File: config.mk
export PLATFORM = sky130hd
export DESIGN_NAME = dtq_front
export DESIGN_NICKNAME = d
export VERILOG_FILES = /design/src/hw/rtl/dtq_pkg.sv /design/src/hw/rtl/dtq_front.sv
export SDC_FILE = /design/constraint.sdc
export NUM_CORES = 1
export LEC_CHECK = 0
export ABC_AREA = 1
export ABC_CLOCK_PERIOD_IN_PS = 8300
export BUFFER_PORTS_ARGS = -buffer_cell sky130_fd_sc_hd__buf_2
export CORE_MARGIN = 2
export CORE_UTILIZATION = 35
export CTS_BUF_LIST = sky130_fd_sc_hd__clkbuf_8
export CTS_CLUSTER_SIZE = 24
export DETAILED_ROUTE_END_ITERATION = 10
export GPL_ROUTABILITY_DRIVEN = 0
export GPL_TIMING_DRIVEN = 0
export SKIP_LAST_GASP = 1
export SLEW_MARGIN = 20
export SYNTH_ARGS = -nofsm -noshare
export SYNTH_HDL_FRONTEND = slang
export SYNTH_SLANG_ARGS = --single-unit
File: constraint.sdc
create_clock -name clk -period 8.3 [get_ports clk]
set_clock_uncertainty 0.2 [all_clocks]
set_input_delay 0.415 -clock clk [delete_from_list [all_inputs] [get_ports clk]]
set_output_delay 0.415 -clock clk [all_outputs]
set_load 0.005 [all_outputs]
File: src/hw/rtl/dtq_pkg.sv
package dtq_pkg;

	localparam int NUM_TIMERS = 16;
	localparam int ID_W       = 4;
	localparam int DUR_W      = 32;
	localparam int NPT_W      = 30;
	localparam int TIME_W     = 64;
	localparam int MAX_OUT    = 16;
	localparam int CNT_W      = $clog2(MAX_OUT + 1);
	localparam int FIFO_DEPTH = 4;
	localparam int FIFO_AW    = $clog2(FIFO_DEPTH);

	localparam logic [NPT_W-1:0] NPT_RESET = NPT_W'(1000000);

	localparam logic [1:0] REQ_START = 2'd0;
	localparam logic [1:0] REQ_STOP  = 2'd1;
	localparam logic [1:0] REQ_TICK  = 2'd2;

	typedef enum logic [1:0] {
		OP_START,
		OP_STOP,
		OP_TICK
	} op_t;

	typedef struct packed {
		op_t              op;
		logic [ID_W-1:0]  id;
		logic [DUR_W-1:0] dur;
	} req_t;

	typedef enum logic [2:0] {
		ST_IDLE,
		ST_MUL_LO,
		ST_MUL_HI,
		ST_SUM,
		ST_SCAN,
		ST_FOUND,
		ST_FLUSH
	} state_t;

endpackage

File: src/hw/rtl/dtq_front.sv
module dtq_front
	import dtq_pkg::*;
(
	input  logic             clk,
	input  logic             arst_n,
	input  logic             in_valid,
	output logic             in_stall,
	input  logic [1:0]       req_type,
	input  logic [ID_W-1:0]  timer_id,
	input  logic [DUR_W-1:0] duration_ns,
	output logic             req_valid,
	output req_t             req,
	input  logic             req_pop
);

	req_t               fifo_q [FIFO_DEPTH];
	logic [FIFO_AW-1:0] wr_ptr_q;
	logic [FIFO_AW-1:0] rd_ptr_q;
	logic [FIFO_AW:0]   count_q;
	logic               keep;
	logic               id_ok;
	logic               push;
	logic               pop;
	req_t               cls;

	// classify: drop unused codes and out-of-range timers
	assign id_ok = (32'(timer_id) < NUM_TIMERS);

	always_comb begin
		keep   = 1'b0;
		cls.op = OP_TICK;
		case (req_type)
			REQ_START: begin
				keep   = id_ok;
				cls.op = OP_START;
			end
			REQ_STOP: begin
				keep   = id_ok;
				cls.op = OP_STOP;
			end
			REQ_TICK: begin
				keep   = 1'b1;
				cls.op = OP_TICK;
			end
			default: begin
				keep   = 1'b0;
				cls.op = OP_TICK;
			end
		endcase
		cls.id  = timer_id;
		cls.dur = duration_ns;
	end

	assign in_stall  = (count_q == (FIFO_AW+1)'(FIFO_DEPTH));
	assign push      = in_valid && !in_stall && keep;
	assign req_valid = (count_q != '0);
	assign pop       = req_pop && req_valid;
	assign req       = fifo_q[rd_ptr_q];

	always_ff @(posedge clk) begin
		if (push) begin
			fifo_q[wr_ptr_q] <= cls;
		end
	end

	always_ff @(posedge clk or negedge arst_n) begin
		if (!arst_n) begin
			wr_ptr_q <= '0;
			rd_ptr_q <= '0;
			count_q  <= '0;
		end else begin
			if (push) begin
				wr_ptr_q <= wr_ptr_q + 1'b1;
			end
			if (pop) begin
				rd_ptr_q <= rd_ptr_q + 1'b1;
			end
			if (push && !pop) begin
				count_q <= count_q + 1'b1;
			end else if (pop && !push) begin
				count_q <= count_q - 1'b1;
			end
		end
	end

endmodule

==> results.ini <==
[setup_path]
critical_path_arrival_ns = 2.38
cp_top_family = simple AND/OR/NAND/NOR gates
reg2reg_slack_ns = 5.87
worstSetupEndpointType = flop
worst-setup-path-type = reg -> reg
slowest_delay_ns = 0.67
cp_slowest_cell = nor2_4
cp-start-kind = flop
cp.buffers_inverters = 2
critPathMaxFanout = 20
worstPathRequired_ns = 8.25
crit_path_cell_trace = inv_2, nand3_1, nand2_1, nor2_4, buf_12

[power]
p_sw_frac = 0.3717
seqPwrFrac = 0.405
power_frac_comb = 0.410
pwr-share-clk = 0.185
p_total_mw = 2.629
ir_drop_mv = 0.1501
power.switching_mw = 0.9771
p_leak_nw = 3.515
pwr_density_cell_nw_per_um2 = 313.0
p_int_mw = 1.652

[synthesis]
async_flop_share = 0.04403
synth_area_um2 = 6857
ys_types = 19
yosysTopAreaCell = edfxtp_1
synth_nets = 556
synth_top_cells_by_count = edfxtp_1, nand2_1, inv_1
synth_edf_count = 152
synth-seq-cells = 159
syn-instance-count = 508
yosysSeqAreaShare = 0.6912
yosys_warnings = 0
postSynthAreaPerCell_um2 = 13.50
synth_flop_cell = edfxtp_1
yosys.area.top_type_share = 0.6657
ys_top_cells_by_area = edfxtp_1, o211ai_2, nand2_1, inv_1, dfrtp_1
yosysMostFrequentCell = edfxtp_1

[clock_tree]
cts-buffers-inserted = 17
cts_max_path_buffers = 2
clkSlewWorstSetupHoldPaths_ns = 0.08
cts_sinks = 159
cts_tree = done
root_buffer = clkbuf_8
insertion_delay_ns = 0.45
h-tree-depth = 4

[grt]
grt-ovfl-total = 0
grt_first_pass_wirelength_um = 23220
grt_pass1_vias = 4328
antenna_found_initial = 0
grt_max_degree = 22
grt.total_usage = 0.1529

[route]
drtIter0Drc = 223
wl_per_cell_um = 16.01
wl_um = 14840
drtAntennaViolNets = 0
vias = 4166
route.detailed.drc = 0
vias_per_cell = 4.494
first_pass_iters = 5

[timing]
setup_viol = 0
fmaxAchievable_mhz = 412.0
rsz0062_at_grt = no
setup_slack_ns = 5.873
timing.slew.headroom = 0.5113
fin_crit_sh = 0.2924
tightest_slew_ns = 0.7313
period_needed_ns = 2.427
setup-tns-final_ns = 0
slew_viol_final = 0
hold_viol_final = 0

[cells_and_area]
antenna_cells = 0
final_cell_area_um2 = 8399
nets = 697
drive_gt1_frac = 0.3187
syn2layout_area_growth_pct = 22.50
fin_util = 0.4344

[die]
die_h_um = 144.0
start_util = 0.3546
die_area_um2 = 20730
rows = 51
core_um2 = 19330
die_w_um = 144.0
num_io_pins = 82

[flow_run]
cap_viol_max_count = 0

[placement]
hpwlAfterDp_um = 9472
dp_slack_ns = 5.734
placed_area_um2 = 7704
port_buffers = 81

[worst_hold_path]
min_path_type = in -> reg

[status]
status = complete, no violations

[path summary, 6_finish.rpt]
kind                       startpoint            end  depth (start not counted)
setup / recovery           count_q[0]  fifo_q[1][27]                          5
hold / removal                req_pop    rd_ptr_q[0]                          3
setup reg to reg           count_q[0]  fifo_q[1][27]                          5
hold reg to reg            count_q[2]     count_q[2]                          2
max in group asynchronous      arst_n    rd_ptr_q[0]                          2
min in group asynchronous      arst_n     count_q[1]                          2
[flip-flops by register name (all words and copies together), names as in the netlist]
signal,count
count_q,3
fifo_q,152
rd_ptr_q,2
wr_ptr_q,2
[final cells by class]
type                       count  area (um2)
tap                          265       331.6
timing repair buffer         122       855.8
inverter                      95       356.6
clock inverter                15       91.34
buffer                        25       191.4
fill                        1808       10940
multi-input combinational    229        1599
sequential                   159        4740
clock buffer                  17       234.0
[stage by stage]
stage                     std cells  hold WS [ns]
after detailed placement        858       0.05841
after floorplan                 508      -0.08059
after global placement          854       0.05646
final                           927       0.05182
after CTS                       927       0.02043
after global routing            927       0.04315
[worst min-delay path, delay by kind of cell]
| kind | cells | cell delay, ns |
|---|---|---|
| buffers and inverters | 1 | 0.11 |
| and+or+nand+nor | 2 | 0.15 |
[routing by layer]
metal | global-route usage | part of all wire | vias up
met4 | 0.05573 | 0.014 | 0
met3 | 0.03099 | 0.041 | 13
met1 | 0.1901 | 0.44 | 2046
li1 | - | - | 2021
met5 | 0 | 0 | -
met2 | 0.2642 | 0.50 | 86
[power groups by stage]
stage	sequential (mW)	combinational, mW	clock (mW)
after global routing	1.08	1.20	0.528
after CTS	1.07	1.11	0.498
after global placement	1.09	1.04	0
after detailed placement	1.08	1.09	0
after floorplan	1.08	0.672	0
final	1.07	1.08	0.486
[kinds of logic (layout without fill, tap and decap cells)]
| group | after synthesis | count (layout) | synth area share |
|---|---|---|---|
| xor gates and xnor gates | 1 | 1 | 0.001278 |
| and+or+nand+nor | 144 | 144 | 0.08047 |
| DFF | 159 | 159 | 0.6912 |
| buffers and inverters | 120 | 274 | 0.07993 |
| AOI/OAI and AO/OA | 78 | 78 | 0.1350 |
| adders and majority gates | 6 | 6 | 0.01204 |
[cell usage in the layout (no fill, tap or decap), types with 2 or more instances in the layout]
master and instances:
clkinv_2 7, clkbuf_8 17, inv_2 4, o211ai_2 69
buf_12 4, dfrtp_1 7, dlygate4sd3_1 37, nand3_1 7
buf_2 93, edfxtp_1 152, o211ai_1 7, buf_6 10
ha_1 5, inv_1 97, buf_4 2, nor2_4 4
nand2_1 131
[timing repair]
action	CTS	global route
setup endpoints to repair	0	0
setup buffers	0	0
hold buffers	37	0
endpoints found under the hold margin	151	0
gates resized for setup	0	0
(Power assumes the default switching activity.)
